File: config.mk
export PLATFORM = sky130hd
export DESIGN_NAME = hsl_hue_shift_saturation_set
export DESIGN_NICKNAME = d
export VERILOG_FILES = /design/src/rtl/hsl_pkg.sv /design/src/rtl/hsl_front.sv /design/src/rtl/hsl_queue.sv /design/src/rtl/hsl_back.sv /design/src/rtl/hsl_hue_shift_saturation_set.sv
export SDC_FILE = /design/constraint.sdc
export NUM_CORES = 1
export LEC_CHECK = 0
export ABC_CLOCK_PERIOD_IN_PS = 7000
export BUFFER_PORTS_ARGS = -buffer_cell sky130_fd_sc_hd__buf_2
export CORE_MARGIN = 2
export CORE_UTILIZATION = 35
export CTS_BUF_LIST = sky130_fd_sc_hd__clkbuf_4 sky130_fd_sc_hd__clkbuf_8
export DETAILED_ROUTE_END_ITERATION = 7
export PLACE_DENSITY_LB_ADDON = 0.05
export SETUP_SLACK_MARGIN = 0.15
export SLEW_MARGIN = 20
export SYNTH_ARGS = -nofsm -noshare
export SYNTH_HDL_FRONTEND = slang
export SYNTH_SLANG_ARGS = --single-unit
File: constraint.sdc
create_clock -name i_clk -period 7 [get_ports i_clk]
set_clock_uncertainty 0.2 [all_clocks]
set_input_delay 1.05 -clock i_clk [delete_from_list [all_inputs] [get_ports i_clk]]
set_output_delay 1.05 -clock i_clk [all_outputs]
set_load 0.01 [all_outputs]
File: src/rtl/hsl_pkg.sv
// Shared types and constants of the hue shift and saturation set block.
// Used by every module of the block; depends on nothing.
package hsl_pkg;

    localparam int unsigned HueFull = 1536;
    localparam logic [8:0] SatFull = 9'd256;

    localparam logic [1:0] CfgHueShift = 2'd0;
    localparam logic [1:0] CfgSatLevel = 2'd1;

    typedef struct packed {
        logic [7:0] in_red;
        logic [7:0] in_green;
        logic [7:0] in_blue;
    } t_pix_in;

    typedef struct packed {
        logic [7:0] out_red;
        logic [7:0] out_green;
        logic [7:0] out_blue;
    } t_pix_out;

    typedef enum logic [1:0] {
        SEL_RED,
        SEL_GREEN,
        SEL_BLUE
    } t_sel;

    // Classified pixel handed from the front to the back.
    typedef struct packed {
        t_sel       sel;
        logic       neg;
        logic [7:0] mag;
        logic [7:0] delta;
        logic [8:0] s;
    } t_cls;

    typedef struct packed {
        logic [11:0] hue_shift;
        logic [8:0]  sat_level;
    } t_cfg;

    typedef struct packed {
        logic full;
        logic not_empty;
    } t_qstat;

    // Saturate one channel term (exact value times 65536) to 0..255.
    function automatic logic [7:0] chan(input logic signed [26:0] v);
        logic [7:0] res;
        if (v < 0) begin
            res = 8'd0;
        end else if (v[26:16] > 11'd255) begin
            res = 8'd255;
        end else begin
            res = v[23:16];
        end
        return res;
    endfunction

endpackage

File: src/rtl/hsl_front.sv
// Front of the hue shift block: takes pixels and classifies them.
// Depends on hsl_pkg.
module hsl_front (
    input  logic             i_clk,
    input  logic             i_rst_n,
    input  logic             i_valid,
    output logic             o_stall,
    input  hsl_pkg::t_pix_in i_pix,
    input  logic             i_q_full,
    output logic             o_push,
    output hsl_pkg::t_cls    o_cls
);
    import hsl_pkg::*;

    logic       r_fv;
    t_cls       r_cls;
    t_cls       n_cls;
    logic [7:0] mx;
    logic [7:0] mn;
    logic signed [8:0] diff;
    logic       load;

    always_comb begin
        mx = i_pix.in_red;
        mn = i_pix.in_red;
        if (i_pix.in_green > mx) mx = i_pix.in_green;
        if (i_pix.in_blue > mx) mx = i_pix.in_blue;
        if (i_pix.in_green < mn) mn = i_pix.in_green;
        if (i_pix.in_blue < mn) mn = i_pix.in_blue;
        // Ties go to red, then green, then blue.
        if (i_pix.in_red >= i_pix.in_green && i_pix.in_red >= i_pix.in_blue) begin
            n_cls.sel = SEL_RED;
            diff = $signed({1'b0, i_pix.in_green}) - $signed({1'b0, i_pix.in_blue});
        end else if (i_pix.in_green >= i_pix.in_blue) begin
            n_cls.sel = SEL_GREEN;
            diff = $signed({1'b0, i_pix.in_blue}) - $signed({1'b0, i_pix.in_red});
        end else begin
            n_cls.sel = SEL_BLUE;
            diff = $signed({1'b0, i_pix.in_red}) - $signed({1'b0, i_pix.in_green});
        end
        n_cls.neg = diff[8];
        n_cls.mag = diff[8] ? 8'(-diff) : diff[7:0];
        n_cls.delta = mx - mn;
        n_cls.s = {1'b0, mx} + {1'b0, mn};
    end

    assign o_push = r_fv && !i_q_full;
    assign load = !r_fv || o_push;
    assign o_stall = !load;
    assign o_cls = r_cls;

    always_ff @(posedge i_clk) begin
        if (!i_rst_n) begin
            r_fv <= 1'b0;
        end else if (load) begin
            r_fv <= i_valid;
        end
        if (load && i_valid) begin
            r_cls <= n_cls;
        end
    end

endmodule

File: src/rtl/hsl_queue.sv
// Short queue between the front and the back of the hue shift block.
// Depends on hsl_pkg.
module hsl_queue #(
    parameter int unsigned DEPTH = 2
) (
    input  logic             i_clk,
    input  logic             i_rst_n,
    input  logic             i_push,
    input  hsl_pkg::t_cls    i_data,
    input  logic             i_pop,
    output hsl_pkg::t_cls    o_data,
    output hsl_pkg::t_qstat  o_stat
);
    import hsl_pkg::*;

    localparam int unsigned PtrW = (DEPTH > 1) ? $clog2(DEPTH) : 1;
    localparam int unsigned CntW = $clog2(DEPTH + 1);
    localparam logic [PtrW-1:0] PtrLast = PtrW'(DEPTH - 1);

    t_cls            r_mem [DEPTH];
    logic [PtrW-1:0] r_wr;
    logic [PtrW-1:0] r_rd;
    logic [CntW-1:0] r_cnt;

    assign o_data = r_mem[r_rd];
    assign o_stat.full = (r_cnt == CntW'(DEPTH));
    assign o_stat.not_empty = (r_cnt != '0);

    always_ff @(posedge i_clk) begin
        if (!i_rst_n) begin
            r_wr <= '0;
            r_rd <= '0;
            r_cnt <= '0;
        end else begin
            if (i_push) begin
                r_wr <= (r_wr == PtrLast) ? '0 : r_wr + 1'b1;
            end
            if (i_pop) begin
                r_rd <= (r_rd == PtrLast) ? '0 : r_rd + 1'b1;
            end
            if (i_push && !i_pop) begin
                r_cnt <= r_cnt + 1'b1;
            end else if (i_pop && !i_push) begin
                r_cnt <= r_cnt - 1'b1;
            end
        end
        if (i_push) begin
            r_mem[r_wr] <= i_data;
        end
    end

endmodule

File: src/rtl/hsl_back.sv
// Back of the hue shift block: divider, hue rotation and RGB rebuild
// pipeline with its output register. Depends on hsl_pkg.
module hsl_back (
    input  logic              i_clk,
    input  logic              i_rst_n,
    input  hsl_pkg::t_cfg     i_cfg,
    input  hsl_pkg::t_cls     i_cls,
    input  logic              i_avail,
    output logic              o_pop,
    output logic              o_valid,
    input  logic              i_stall,
    output hsl_pkg::t_pix_out o_pix
);
    import hsl_pkg::*;

    typedef struct packed {
        t_sel               sel;
        logic               neg;
        logic               grey;
        logic [7:0]         delta;
        logic [8:0]         rem;
        logic [8:0]         q;
        logic [8:0]         s;
        logic [10:0]        h;
        logic [15:0]        cn;
        logic [8:0]         f;
        logic signed [26:0] cm;
        logic signed [26:0] xm;
        logic signed [26:0] mm;
    } t_work;

    // One restoring step of the quotient.
    function automatic t_work div_step(input t_work w);
        t_work      o;
        logic [8:0] r2;
        o = w;
        r2 = {w.rem[7:0], 1'b0};
        if (r2 >= {1'b0, w.delta}) begin
            o.rem = r2 - {1'b0, w.delta};
            o.q = {w.q[7:0], 1'b1};
        end else begin
            o.rem = r2;
            o.q = {w.q[7:0], 1'b0};
        end
        return o;
    endfunction

    t_work    r_stg [6];
    t_work    n_stg [6];
    logic     r_v [6];
    logic     ld [7];
    logic     r_ov;
    t_pix_out r_pix;
    t_pix_out n_pix;

    logic signed [13:0] hraw;
    logic [12:0]        hv;
    logic [12:0]        hm;
    logic [8:0]         sat;
    logic [8:0]         lum_dist;
    logic [7:0]         light;
    logic [24:0]        xprod;
    logic [2:0]         sector;

    always_comb begin
        // Stage 0: integer bit of the quotient, then two fraction bits.
        n_stg[0] = '0;
        n_stg[0].sel = i_cls.sel;
        n_stg[0].neg = i_cls.neg;
        n_stg[0].grey = (i_cls.delta == 8'd0);
        n_stg[0].delta = i_cls.delta;
        n_stg[0].s = i_cls.s;
        if (i_cls.mag == i_cls.delta) begin
            n_stg[0].q = 9'd1;
            n_stg[0].rem = 9'd0;
        end else begin
            n_stg[0].q = 9'd0;
            n_stg[0].rem = {1'b0, i_cls.mag};
        end
        n_stg[0] = div_step(div_step(n_stg[0]));

        n_stg[1] = div_step(div_step(div_step(r_stg[0])));
        n_stg[2] = div_step(div_step(div_step(r_stg[1])));

        // Stage 3: hue, rotated and wrapped into 0..1535.
        n_stg[3] = r_stg[2];
        case (r_stg[2].sel)
            SEL_RED:   hraw = 14'sd0;
            SEL_GREEN: hraw = 14'sd512;
            default:   hraw = 14'sd1024;
        endcase
        if (r_stg[2].neg) begin
            hraw = hraw - $signed({5'b0, r_stg[2].q});
        end else begin
            hraw = hraw + $signed({5'b0, r_stg[2].q});
        end
        if (r_stg[2].grey) begin
            hraw = 14'sd0;
        end
        hv = 13'(hraw + {{2{i_cfg.hue_shift[11]}}, i_cfg.hue_shift} + 14'sd3072);
        if (hv >= 13'd6144) begin
            hm = hv - 13'd6144;
        end else if (hv >= 13'd4608) begin
            hm = hv - 13'd4608;
        end else if (hv >= 13'd3072) begin
            hm = hv - 13'd3072;
        end else if (hv >= 13'(HueFull)) begin
            hm = hv - 13'(HueFull);
        end else begin
            hm = hv;
        end
        n_stg[3].h = hm[10:0];

        // Stage 4: chroma numerator and hue fraction.
        n_stg[4] = r_stg[3];
        sat = (i_cfg.sat_level > SatFull) ? SatFull : i_cfg.sat_level;
        lum_dist = (r_stg[3].s >= 9'd255) ? r_stg[3].s - 9'd255 : 9'd255 - r_stg[3].s;
        light = 8'(9'd255 - lum_dist);
        n_stg[4].cn = 16'({8'b0, light} * {7'b0, sat});
        if (r_stg[3].h[8]) begin
            n_stg[4].f = 9'(10'd512 - {1'b0, r_stg[3].h[8:0]});
        end else begin
            n_stg[4].f = r_stg[3].h[8:0];
        end

        // Stage 5: the three channel terms over 65536.
        n_stg[5] = r_stg[4];
        xprod = r_stg[4].cn * r_stg[4].f;
        n_stg[5].mm = $signed({3'b0, r_stg[4].s, 15'b0})
                    - $signed({4'b0, r_stg[4].cn, 7'b0});
        n_stg[5].cm = n_stg[5].mm + $signed({3'b0, r_stg[4].cn, 8'b0});
        n_stg[5].xm = n_stg[5].mm + $signed({2'b0, xprod});

        // Output: pick terms by sextant.
        sector = r_stg[5].h[10:8];
        case (sector)
            3'd0: begin
                n_pix.out_red = chan(r_stg[5].cm);
                n_pix.out_green = chan(r_stg[5].xm);
                n_pix.out_blue = chan(r_stg[5].mm);
            end
            3'd1: begin
                n_pix.out_red = chan(r_stg[5].xm);
                n_pix.out_green = chan(r_stg[5].cm);
                n_pix.out_blue = chan(r_stg[5].mm);
            end
            3'd2: begin
                n_pix.out_red = chan(r_stg[5].mm);
                n_pix.out_green = chan(r_stg[5].cm);
                n_pix.out_blue = chan(r_stg[5].xm);
            end
            3'd3: begin
                n_pix.out_red = chan(r_stg[5].mm);
                n_pix.out_green = chan(r_stg[5].xm);
                n_pix.out_blue = chan(r_stg[5].cm);
            end
            3'd4: begin
                n_pix.out_red = chan(r_stg[5].xm);
                n_pix.out_green = chan(r_stg[5].mm);
                n_pix.out_blue = chan(r_stg[5].cm);
            end
            default: begin
                n_pix.out_red = chan(r_stg[5].cm);
                n_pix.out_green = chan(r_stg[5].mm);
                n_pix.out_blue = chan(r_stg[5].xm);
            end
        endcase
    end

    always_comb begin
        ld[6] = !r_ov || !i_stall;
        for (int k = 5; k >= 0; k--) begin
            ld[k] = !r_v[k] || ld[k+1];
        end
    end

    assign o_pop = i_avail && ld[0];
    assign o_valid = r_ov;
    assign o_pix = r_pix;

    always_ff @(posedge i_clk) begin
        if (!i_rst_n) begin
            for (int k = 0; k < 6; k++) begin
                r_v[k] <= 1'b0;
            end
            r_ov <= 1'b0;
        end else begin
            if (ld[0]) begin
                r_v[0] <= i_avail;
            end
            for (int k = 1; k < 6; k++) begin
                if (ld[k]) begin
                    r_v[k] <= r_v[k-1];
                end
            end
            if (ld[6]) begin
                r_ov <= r_v[5];
            end
        end
        for (int k = 0; k < 6; k++) begin
            if (ld[k]) begin
                r_stg[k] <= n_stg[k];
            end
        end
        if (ld[6]) begin
            r_pix <= n_pix;
        end
    end

endmodule

File: src/rtl/hsl_hue_shift_saturation_set.sv
// Hue rotation and saturation setting of a stream of 8-bit RGB pixels.
// The block takes one pixel per clock and gives one adjusted pixel per pixel,
// in order. A pixel transfer is accepted in the first stage, which finds the
// maximum, minimum and dominant channel; it then waits in a short queue and
// runs through a seven-stage back end: three stages of a pipelined restoring
// divider for the hue in 1/256 sextant units, a stage that adds the hue shift
// and wraps into 0 to 1535, a stage that forms the chroma from lightness and
// saturation, a stage that forms the three channel terms, and the output
// register. The sustained rate is one pixel per clock, limited by nothing but
// downstream stall. Configuration (index 0: signed hue shift in 1/256 sextant,
// index 1: saturation level with 256 as full, larger values acting as full) is
// written through the plain write port while the block is idle; writes to
// other indexes are ignored.
// Depends on hsl_pkg, hsl_front, hsl_queue and hsl_back.
module hsl_hue_shift_saturation_set #(
    parameter int unsigned QUEUE_DEPTH = 2
) (
    input  logic              i_clk,
    input  logic              i_rst_n,
    input  logic              i_valid,
    output logic              o_stall,
    input  hsl_pkg::t_pix_in  i_pix,
    output logic              o_valid,
    input  logic              i_stall,
    output hsl_pkg::t_pix_out o_pix,
    input  logic              i_cfg_we,
    input  logic [1:0]        i_cfg_index,
    input  logic [11:0]       i_cfg_data
);
    import hsl_pkg::*;

    logic [11:0] r_hue_shift;
    logic [8:0]  r_sat_level;
    t_cfg        cfg;
    t_cls        push_cls;
    t_cls        head_cls;
    t_qstat      qstat;
    logic        push;
    logic        pop;

    // Configuration registers; the user must change them only while no pixel is in flight (not enforced).
    always_ff @(posedge i_clk) begin
        if (!i_rst_n) begin
            r_hue_shift <= 12'd0;
            r_sat_level <= SatFull;
        end else if (i_cfg_we) begin
            case (i_cfg_index)
                CfgHueShift: r_hue_shift <= i_cfg_data;
                CfgSatLevel: r_sat_level <= i_cfg_data[8:0];
                default: ;
            endcase
        end
    end

    assign cfg.hue_shift = r_hue_shift;
    assign cfg.sat_level = r_sat_level;

    hsl_front u_front (
        .i_clk    (i_clk),
        .i_rst_n  (i_rst_n),
        .i_valid  (i_valid),
        .o_stall  (o_stall),
        .i_pix    (i_pix),
        .i_q_full (qstat.full),
        .o_push   (push),
        .o_cls    (push_cls)
    );

    hsl_queue #(
        .DEPTH (QUEUE_DEPTH)
    ) u_queue (
        .i_clk   (i_clk),
        .i_rst_n (i_rst_n),
        .i_push  (push),
        .i_data  (push_cls),
        .i_pop   (pop),
        .o_data  (head_cls),
        .o_stat  (qstat)
    );

    hsl_back u_back (
        .i_clk   (i_clk),
        .i_rst_n (i_rst_n),
        .i_cfg   (cfg),
        .i_cls   (head_cls),
        .i_avail (qstat.not_empty),
        .o_pop   (pop),
        .o_valid (o_valid),
        .i_stall (i_stall),
        .o_pix   (o_pix)
    );

    // The front never pushes into a full queue.
    a_no_overflow: assert property (@(posedge i_clk) disable iff (!i_rst_n)
        !(push && qstat.full))
        else $error("queue push while full");

    // The back only pops an entry that is present.
    a_no_underflow: assert property (@(posedge i_clk) disable iff (!i_rst_n)
        pop |-> qstat.not_empty)
        else $error("queue pop while empty");

    // Reset leaves the saturation at full.
    a_sat_reset: assert property (@(posedge i_clk)
        !i_rst_n |=> r_sat_level == SatFull)
        else $error("saturation level not full after reset");

endmodule

* After elaboration in Yosys (flattened, before gate mapping)
Memories as Yosys holds them, arrays and structs flattened. A register that Yosys moved wholly into a read port is not among the register bits.
Cells that the tools add are included.
** Operators by class
- Bitwise logic cells :: 6
- Shift operators :: 0
- $add $sub $neg :: 33
- Equal/unequal tests :: 8
- Muxes and demuxes :: 73
- Reductions and logical operators :: 35
- Div/mod/pow operators :: 0
- Multipliers :: 2
- Magnitude comparators :: 27
** Operators by type and width (number)
- $pmux W24 S5 :: 1
- $mux W17 :: 6
- $mux W8 :: 12
- $lt A27 B1 Y1 const B :: 3
- $ge A9 B8 Y1 :: 8
- $mux W18 :: 3
- $sub A8 B8 Y8 :: 6
- $mux W11 :: 4
- $mux W1 :: 37
- $mux W9 :: 4
- $gt A11 B8 Y1 const B :: 3
- $add A27 B25 Y27 :: 1
- $add A27 B26 Y27 :: 1
- $sub A8 B8 Y9 :: 3
- $sub A9 B8 Y9 :: 3
- $ge A13 B13 Y1 const B :: 2
- $mux W13 :: 2
- $mul A16 B9 Y25 :: 1
- $sub A24 B23 Y25 :: 1
- $ge A8 B8 Y1 :: 3
- $pmux W11 S2 :: 1
- $sub A11 B11 Y11 const B :: 2
- $gt A8 B8 Y1 :: 2
- $lt A8 B8 Y1 :: 2
- 35 further kinds :: 73
** Storage, ports and cells
- Word-level logic and storage cells :: 202
- Memory bits (read-only) :: 0
- Memories :: 3
- Register bits after elaboration :: 79
- Memory bits (writable) :: 998
- Output and inout port bits :: 26
- Bits in latches :: 0
- Input bits :: 43
** Memory list
- u_back.r_stg :: depth 6, bits a word 156, rd ports 6, clocked after memory_dff 0, write ports 6, line hsl_back.sv:48 : t_work r_stg [6];
- u_queue.r_mem :: depth 2, bits a word 28, rd ports 1, clocked after memory_dff 1, write ports 1, line hsl_queue.sv:20 : t_cls r_mem [DEPTH];
- u_back.r_v :: depth 6, bits a word 1, rd ports 6, clocked after memory_dff 0, write ports 6, line hsl_back.sv:50 : logic r_v [6];

* Logic depth before layout (Yosys ltp)
Gate-level depths: netlist (run 1).
An unclocked memory read counts as a cell.
- Depth in word-level cells :: 13
- Depth in mapped cells :: 31
- Gate-level depth less buffers :: 29

* Cells and area by module
From an unflattened synthesis (run 1), not the netlist that was laid out.
** Second synthesis, totals
- Cells, all modules :: 2710
- Area, all modules :: 27068.5 µm²
** By module, submodules not included
- hsl_back :: instances 1, cells each 2097, area each 20333.3 µm², seq. area each 6296.0 µm²
- hsl_front :: instances 1, cells each 420, area each 3656.0 µm², seq. area each 830.8 µm²
- hsl_queue :: instances 1, cells each 109, area each 2245.9 µm², seq. area each 1781.7 µm²
- hsl_hue_shift_saturation_set :: instances 1, cells each 84, area each 833.3 µm², seq. area each 420.4 µm²

* Worst setup path after synthesis (run 1)
OpenSTA, ideal clock, no wires.
- Kind :: reg-to-reg
- From :: mem u_back.r_stg[4][91] (netlist bit)
- To :: mem u_back.r_stg[5][52] (netlist bit), data pin
- Setup time :: 0.263 ns
- Stages on the path, launching flop included :: 30
- Data required time :: 6.537 ns
- Clock period less this slack :: 6.498 ns
- Arrival :: 6.035 ns
- Setup slack :: 0.502 ns
- Path buffers :: 2
- Cells stage by stage :: edfxtp_1 clkbuf_1 clkbuf_1 and2_1 fa_1 fa_1 fa_1 inv_1 fa_1 inv_1 ha_1 a21o_1 a21oi_1 o21ai_0 o21bai_1 a22o_1 o21a_1 o21a_1 nor2_1 xnor2_1 ha_1 a21oi_1 o21ai_0 a21oi_1 nor2b_1 nor2_1 o22a_1 o311ai_1 a21oi_1 xor2_1
** RTL lines (line)
- start: declaration :: hsl_back.sv:48

==> results.yml, run 1 <==
worst_setup_path:
  r2r_slack_ns: 0.40
  end_kind: "flop"
  cpMaxStageDelayCell: "fa_1"
  regToRegStartpoint: "u_back.r_stg[4][89]"
  cp_max_fo: 6
  arrival_ns: 6.80
  cp_data_required_time_ns: 7.20
  reg2regPathDepth: 28
  critPathKind: "flop to flop"
  crit_path_frequent_cell: "fa_1"
  cpPeakStageDelay_ns: 0.54
  critical_path_buf_inv_count: 3
  reg2reg_to: "u_back.r_stg[5][53]"
  cp_top_family: "adder cells"
  cp-start-kind: "flop"
worst_hold_path:
  hold_depth: 0
  hp-class: "flop to flop"
  min-delay-start: "u_back.r_stg[1][124]"
  min_to: "u_back.r_stg[2][124]"
route:
  highest_layer: "met4"
  wl_per_cell_um: 17.1
  drt-met1-wl_um: 28200
  totalWireLength_um: 65800
  drt_pass1_iterations: 5
  drc: 0
  met2_length_um: 34400
  vias: 19200
  final_antenna_net_count: 0
  dr_wl_met3_um: 1480
  drt_iter0_markers: 894
  viasPerCell: 4.99
timing:
  fin_tns_setup_ns: 0
  setup_ws_ns: 0.401
  fmax_mhz: 152
  post-route-period-util: 0.943
  rsz0062_at_grt: "no"
  slew_violations: 0
  setup_violations: 0
  slew_headroom: 0.307
  final-hold-violation-count: 0
  timing.final.crit_period_ns: 6.60
  tightest_slew_ns: 1.04
finish:
  fill_cells: 7391
  synthToLayoutAreaGrowth_pct: 13.9
  layout.nets: 3291
  drive_gt1_frac: 0.133
place:
  hpwl_um: 51900
  io_buffer_count: 68
  finalWeightedCongestion: 0.822
  pre_cts_slack_ns: 0.0738
die:
  pin_count: 69
  rows: 100
  dieArea_um2: 78100
  start_util: 0.355
  core_region_area_um2: 74800
  die_y_um: 279
  die_w_um: 279
flow_run:
  drv_cap: 0
clock_network:
  cts_sinks: 317
  clock_path_buffers: 3
  htreeDepth: 2
  cts_buffers: 57
  cts_tree: "done"
  clkTransAtPathRegs_ns: 0.06
  clkLatencyLatePin_ns: 0.66
  root_buffer: "clkbuf_8"
global_routing:
  grt_max_degree: 58
  grt_pass1_wl_um: 107000
  first_global_vias: 20300
  track_usage: 0.171
  overflow: 0
  antenna_found_initial: 1
yosys:
  syn_area_um2: 26500
  synth_nets: 3126
  synth_cells: 2675
  syn_area_per_cell_um2: 9.92
  synth_edf_count: 289
  synth_cell_type_count: 91
  synth-seq-area-share: 0.348
  ys_warn_count: 0
  synth_flop_cell: "edfxtp_1"
  ys_ff_latch: 317
  synth-async-reset-ratio: 0
outcome:
  status: "complete, no violations"
synth_stat cells (all sizes together), types with 30 or more instances:
master | number | area share
xor2 | 54 | 0.018
mux2i | 66 | 0.025
xnor2 | 107 | 0.035
a21oi | 116 | 0.022
nor2 | 230 | 0.033
nand2 | 235 | 0.033
edfxtp | 289 | 0.33
nor3 | 39 | 0.0074
o21ai | 131 | 0.025
ha | 260 | 0.12
a21o | 30 | 0.0085
o21a | 30 | 0.0085
and2 | 107 | 0.025
nor2b | 36 | 0.0085
clkbuf | 67 | 0.0095
inv | 315 | 0.045
mux2 | 40 | 0.017
fa | 148 | 0.11
nand2b | 37 | 0.0087
worst max path at each step:
stage / start / end / slack (ns) / depth (start not counted)
6_report: u_back.r_stg[4][89] / u_back.r_stg[5][53] / 0.40 / 28
5_1_grt: u_back.r_stg[4][89] / u_back.r_stg[5][53] / 0.13 / 28
4_1_cts: u_back.r_stg[4][88] / u_back.r_stg[5][52] / 0.16 / 27
3_5_place_dp: u_back.r_stg[4][82] / u_back.r_stg[5][52] / 0.07 / 23
3_3_place_gp: u_back.r_stg[4][83] / u_back.r_stg[5][53] / 0.15 / 29
2_1_floorplan: u_back.r_stg[4][91] / u_back.r_stg[5][52] / 0.50 / 29
per-stage QoR:
stage | utilization | hold slack [ns] | instance area [um2] | cells
floorplan | - | 0.200 | 26500 | 2675
global placement | 0.380 | 0.202 | 28400 | 3718
detailed placement | 0.380 | 0.205 | 28400 | 3718
CTS | 0.398 | 0.213 | 29800 | 3826
global route | 0.404 | 0.226 | 30200 | 3858
finish | 0.404 | 0.211 | 30200 | 3858
per-layer routing:
metal | GRT usage | vias to the layer above
li1 | - | 9592
met1 | 0.202 | 9330
met2 | 0.324 | 214
met3 | 0.0188 | 102
met4 | 0.0529 | 0
met5 | 0 | -
registers in the layout, summed over array words and instances, names as in the netlist, named ones only:
| signal | cells |
|---|---|
| u_front.o_cls | 27 |
| u_queue.r_mem | 54 |
| u_back.r_stg | 178 |
| u_back.o_pix | 24 |
| u_back.r_v | 6 |
| u_queue.r_wr | 1 |
| u_back.o_valid | 1 |
| r_hue_shift | 12 |
| u_front.r_fv | 1 |
| u_queue.r_rd | 1 |
| u_queue.r_cnt | 2 |
| r_sat_level | 9 |
layout by cell type, fill, tap and decap left out, types with 65 or more instances in the layout:
cell type  synthesis  routed
nor2_1           230     229
fa_1             148     146
o21ai_0          117     111
buf_2              7      68
edfxtp_1         289     289
xnor2_1          107     107
ha_1             260     255
mux2i_1           65      65
inv_1            312     311
buf_4              2     108
nand2_1          234     233
a21oi_1          115     110
and2_1           106     101
cells by family after synthesis:
family,share of synthesized area
AND/OR/NAND/NOR,0.147
AO/OA/AOI/OAI,0.119
adder cells (fa/ha/maj),0.234
buffers and inverters,0.0564
flip-flops,0.348
XOR/XNOR,0.0531
multiplexers,0.0423
cell type report:
class | count | area [um2] | area share
antenna | 1 | 2.50 | 0.0000828
clock buffer | 79 | 987 | 0.0326
clock inverter | 28 | 335 | 0.0111
inverter | 315 | 1180 | 0.0391
multi-input combinational | 1964 | 16000 | 0.529
sequential | 317 | 9240 | 0.306
tap | 969 | 1210 | 0.0401
timing repair buffer | 185 | 1280 | 0.0422
worst reg2reg max path: cells and delay by family, from the launching register on:
family	cells	cell delay, ns
fa+ha+maj	6	2.49
compound gates	13	2.17
simple gates	4	0.51
flops	1	0.48
buf+inv	3	0.31
xor+xnor	2	0.21
what timing repair did:
action                                  CTS  global route
gates cloned                              0             0
hold buffers                              0             0
endpoints found under the setup margin    2            16
resized for setup                         2            46
pin swaps                                 0            25
buffers inserted                          1            30
Power of run 1 is left out: the tool's default activity adds up to more than one toggle a clock period on the data nets, which glitch-free logic cannot reach.
==> inputs of run 2 (changes only) <==
--- a/config.mk
+++ b/config.mk
@@ -7,12 +7,14 @@
 export LEC_CHECK = 0
 export ABC_CLOCK_PERIOD_IN_PS = 7000
 export BUFFER_PORTS_ARGS = -buffer_cell sky130_fd_sc_hd__buf_2
+export CORE_ASPECT_RATIO = 2
 export CORE_MARGIN = 2
-export CORE_UTILIZATION = 35
+export CORE_UTILIZATION = 50
 export CTS_BUF_LIST = sky130_fd_sc_hd__clkbuf_4 sky130_fd_sc_hd__clkbuf_8
 export DETAILED_ROUTE_END_ITERATION = 7
 export PLACE_DENSITY_LB_ADDON = 0.05
 export SETUP_SLACK_MARGIN = 0.15
+export SKIP_CTS_REPAIR_TIMING = 1
 export SLEW_MARGIN = 20
 export SYNTH_ARGS = -nofsm -noshare
 export SYNTH_HDL_FRONTEND = slang
==> run 2 against run 1 <==
Against the previous run:
- register-to-register slack worse by 0.06 ns
- cell count fell by 8.1%
- flip-flop and latch count did not move
- core utilization up 16 points
- global-route usage grew 7.9 points
- hold slack got worse by 0.0064 ns
- sequential share of layout area up 0.56 points
- maximum frequency shrank 0.83%
- setup slack worse by 0.055 ns
- first-iteration DRC count fell by 6.4%
- wire length increased by 3.6%
==> results.yml, run 2 (synthesis gave the netlist of run 1 again) <==
worst_hold_path:
  min_to: "u_back.r_stg[3][123]"
  hold_depth: 0
  hp-class: "flop to flop"
  min-delay-start: "u_back.r_stg[2][123]"
route:
  dr_wl_met3_um: 1410
  viasPerCell: 5.59
  drt_iter0_markers: 837
  wl_per_cell_um: 19.2
  drc: 0
  vias: 19800
  drt_pass1_iterations: 5
  met2_length_um: 40500
  drt-met1-wl_um: 21100
  totalWireLength_um: 68200
  highest_layer: "met4"
  final_antenna_net_count: 0
global_routing:
  antenna_found_initial: 1
  grt_pass1_wl_um: 108000
  grt_max_degree: 58
  first_global_vias: 21200
  overflow: 0
  track_usage: 0.251
worst_setup_path:
  cp-start-kind: "flop"
  end_kind: "flop"
  cp_data_required_time_ns: 7.17
  critPathKind: "flop to flop"
  arrival_ns: 6.83
  r2r_slack_ns: 0.35
  cp_max_fo: 7
  regToRegStartpoint: "u_back.r_stg[4][95]"
  reg2regPathDepth: 27
  reg2reg_to: "u_back.r_stg[5][52]"
finish:
  drive_gt1_frac: 0.136
  fill_cells: 4663
  stdcell_count: 3547
  layout.nets: 3294
  synthToLayoutAreaGrowth_pct: 11.9
  largest_reg_flops: 178
  mostFrequentLayoutCell: "inv_1"
  largest-register: "u_back.r_stg"
  final_cell_mix: "inv_1 (306), edfxtp_1 (289), ha_1 (253)"
  fin_area_um2: 29700
  multi_input_area_um2: 16100
  seq_area_um2: 9240
clock_network:
  cts_tree: "done"
  clock_path_buffers: 3
  clkLatencyLatePin_ns: 0.63
  cts_buffers: 48
  root_buffer: "clkbuf_8"
  clkTransAtPathRegs_ns: 0.07
  cts_sinks: 317
  htreeDepth: 2
timing:
  setup_violations: 0
  slew_headroom: 0.327
  rsz0062_at_grt: "no"
  fmax_mhz: 150
  timing.final.crit_period_ns: 6.65
  tightest_slew_ns: 1.01
  slew_violations: 0
  final-hold-violation-count: 0
  post-route-period-util: 0.951
place:
  dpl_cell_area_um2: 28200
  finalWeightedCongestion: 0.918
  dp.cells: 3427
  hpwl_um: 56400
  io_buffer_count: 68
die:
  start_util: 0.505
  die_y_um: 330
  dieArea_um2: 55100
  die_w_um: 167
  core_region_area_um2: 52600
  pin_count: 69
  rows: 119
flow_run:
  drv_cap: 0
outcome:
  status: "complete, no violations"
## run 2: cell count changes in the layout (fill, tap and decap cells not counted), moves of 4 or more
cell / before / now
buf_4: 108 / 116
buf_6: 5 / 11
bufinv_16: 7 / 3
clkbuf_8: 63 / 51
inv_1: 311 / 306
inv_2: 3 / 9
## run 2: how the worst max path moves through the flow
| stage | start | end | slack, ns | cells past startpoint |
|---|---|---|---|---|
| 2_1_floorplan | u_back.r_stg[4][91] | u_back.r_stg[5][52] | 0.50 | 29 |
| 3_3_place_gp | u_back.r_stg[3][118] | u_back.r_stg[4][103] | -0.22 | 25 |
| 3_5_place_dp | u_back.r_stg[3][118] | u_back.r_stg[4][103] | -0.26 | 25 |
| 4_1_cts | u_back.r_stg[3][118] | u_back.r_stg[4][103] | -0.33 | 25 |
| 5_1_grt | u_back.r_stg[4][85] | u_back.r_stg[5][52] | 0.08 | 28 |
| 6_report | u_back.r_stg[4][95] | u_back.r_stg[5][52] | 0.35 | 27 |
## run 2: metrics by stage
| step | hold slack (ns) | setup slack, ns | utilization | setup TNS [ns] |
|---|---|---|---|---|
| 6_report | 0.205 | 0.346 | 0.565 | 0 |
| 5_1_grt | 0.220 | 0.0774 | 0.565 | 0 |
| 4_1_cts | 0.191 | -0.327 | 0.555 | -0.796 |
| 3_5_place_dp | 0.205 | -0.258 | 0.536 | -0.597 |
| 3_3_place_gp | 0.201 | -0.221 | 0.536 | -0.457 |
| 2_1_floorplan | 0.200 | 0.502 | - | 0 |
## run 2: area by class of cell
type                            instances  share of cell area
Multi-Input combinational cell       1964               0.541
Sequential cell                       317               0.311
Timing Repair Buffer                  197              0.0458
Inverter                              315              0.0398
Tap cell                              665              0.0280
Clock buffer                           65              0.0272
Clock inverter                         23             0.00691
Antenna cell                            1           0.0000843
## run 2: per-layer routing
layer | track usage | vias to the layer above
li1 | - | 9578
met1 | 0.210 | 9640
met2 | 0.533 | 391
met3 | 0.0207 | 217
met4 | 0.168 | 0
met5 | 0 | -
## run 2: critical path, stage by stage, from the launching register on
cell and delay (ns):
edfxtp_1 0.55, and2_4 0.24, fa_1 0.47, fa_1 0.52, fa_1 0.53, inv_2 0.04
fa_1 0.49, inv_2 0.05, ha_4 0.22, o21a_1 0.19, o211ai_1 0.24, o21ai_1 0.13
o21bai_4 0.20, a22o_4 0.25, o21a_1 0.19, o21a_1 0.19, nor2_1 0.13, xnor2_1 0.09
ha_1 0.32, a21oi_2 0.14, o21ai_1 0.06, a21oi_1 0.14, nor2b_1 0.06, nor2_1 0.16
o22a_1 0.22, o311ai_4 0.14, a21oi_2 0.17, xor2_1 0.08
Power of run 2 is left out for the same reason.
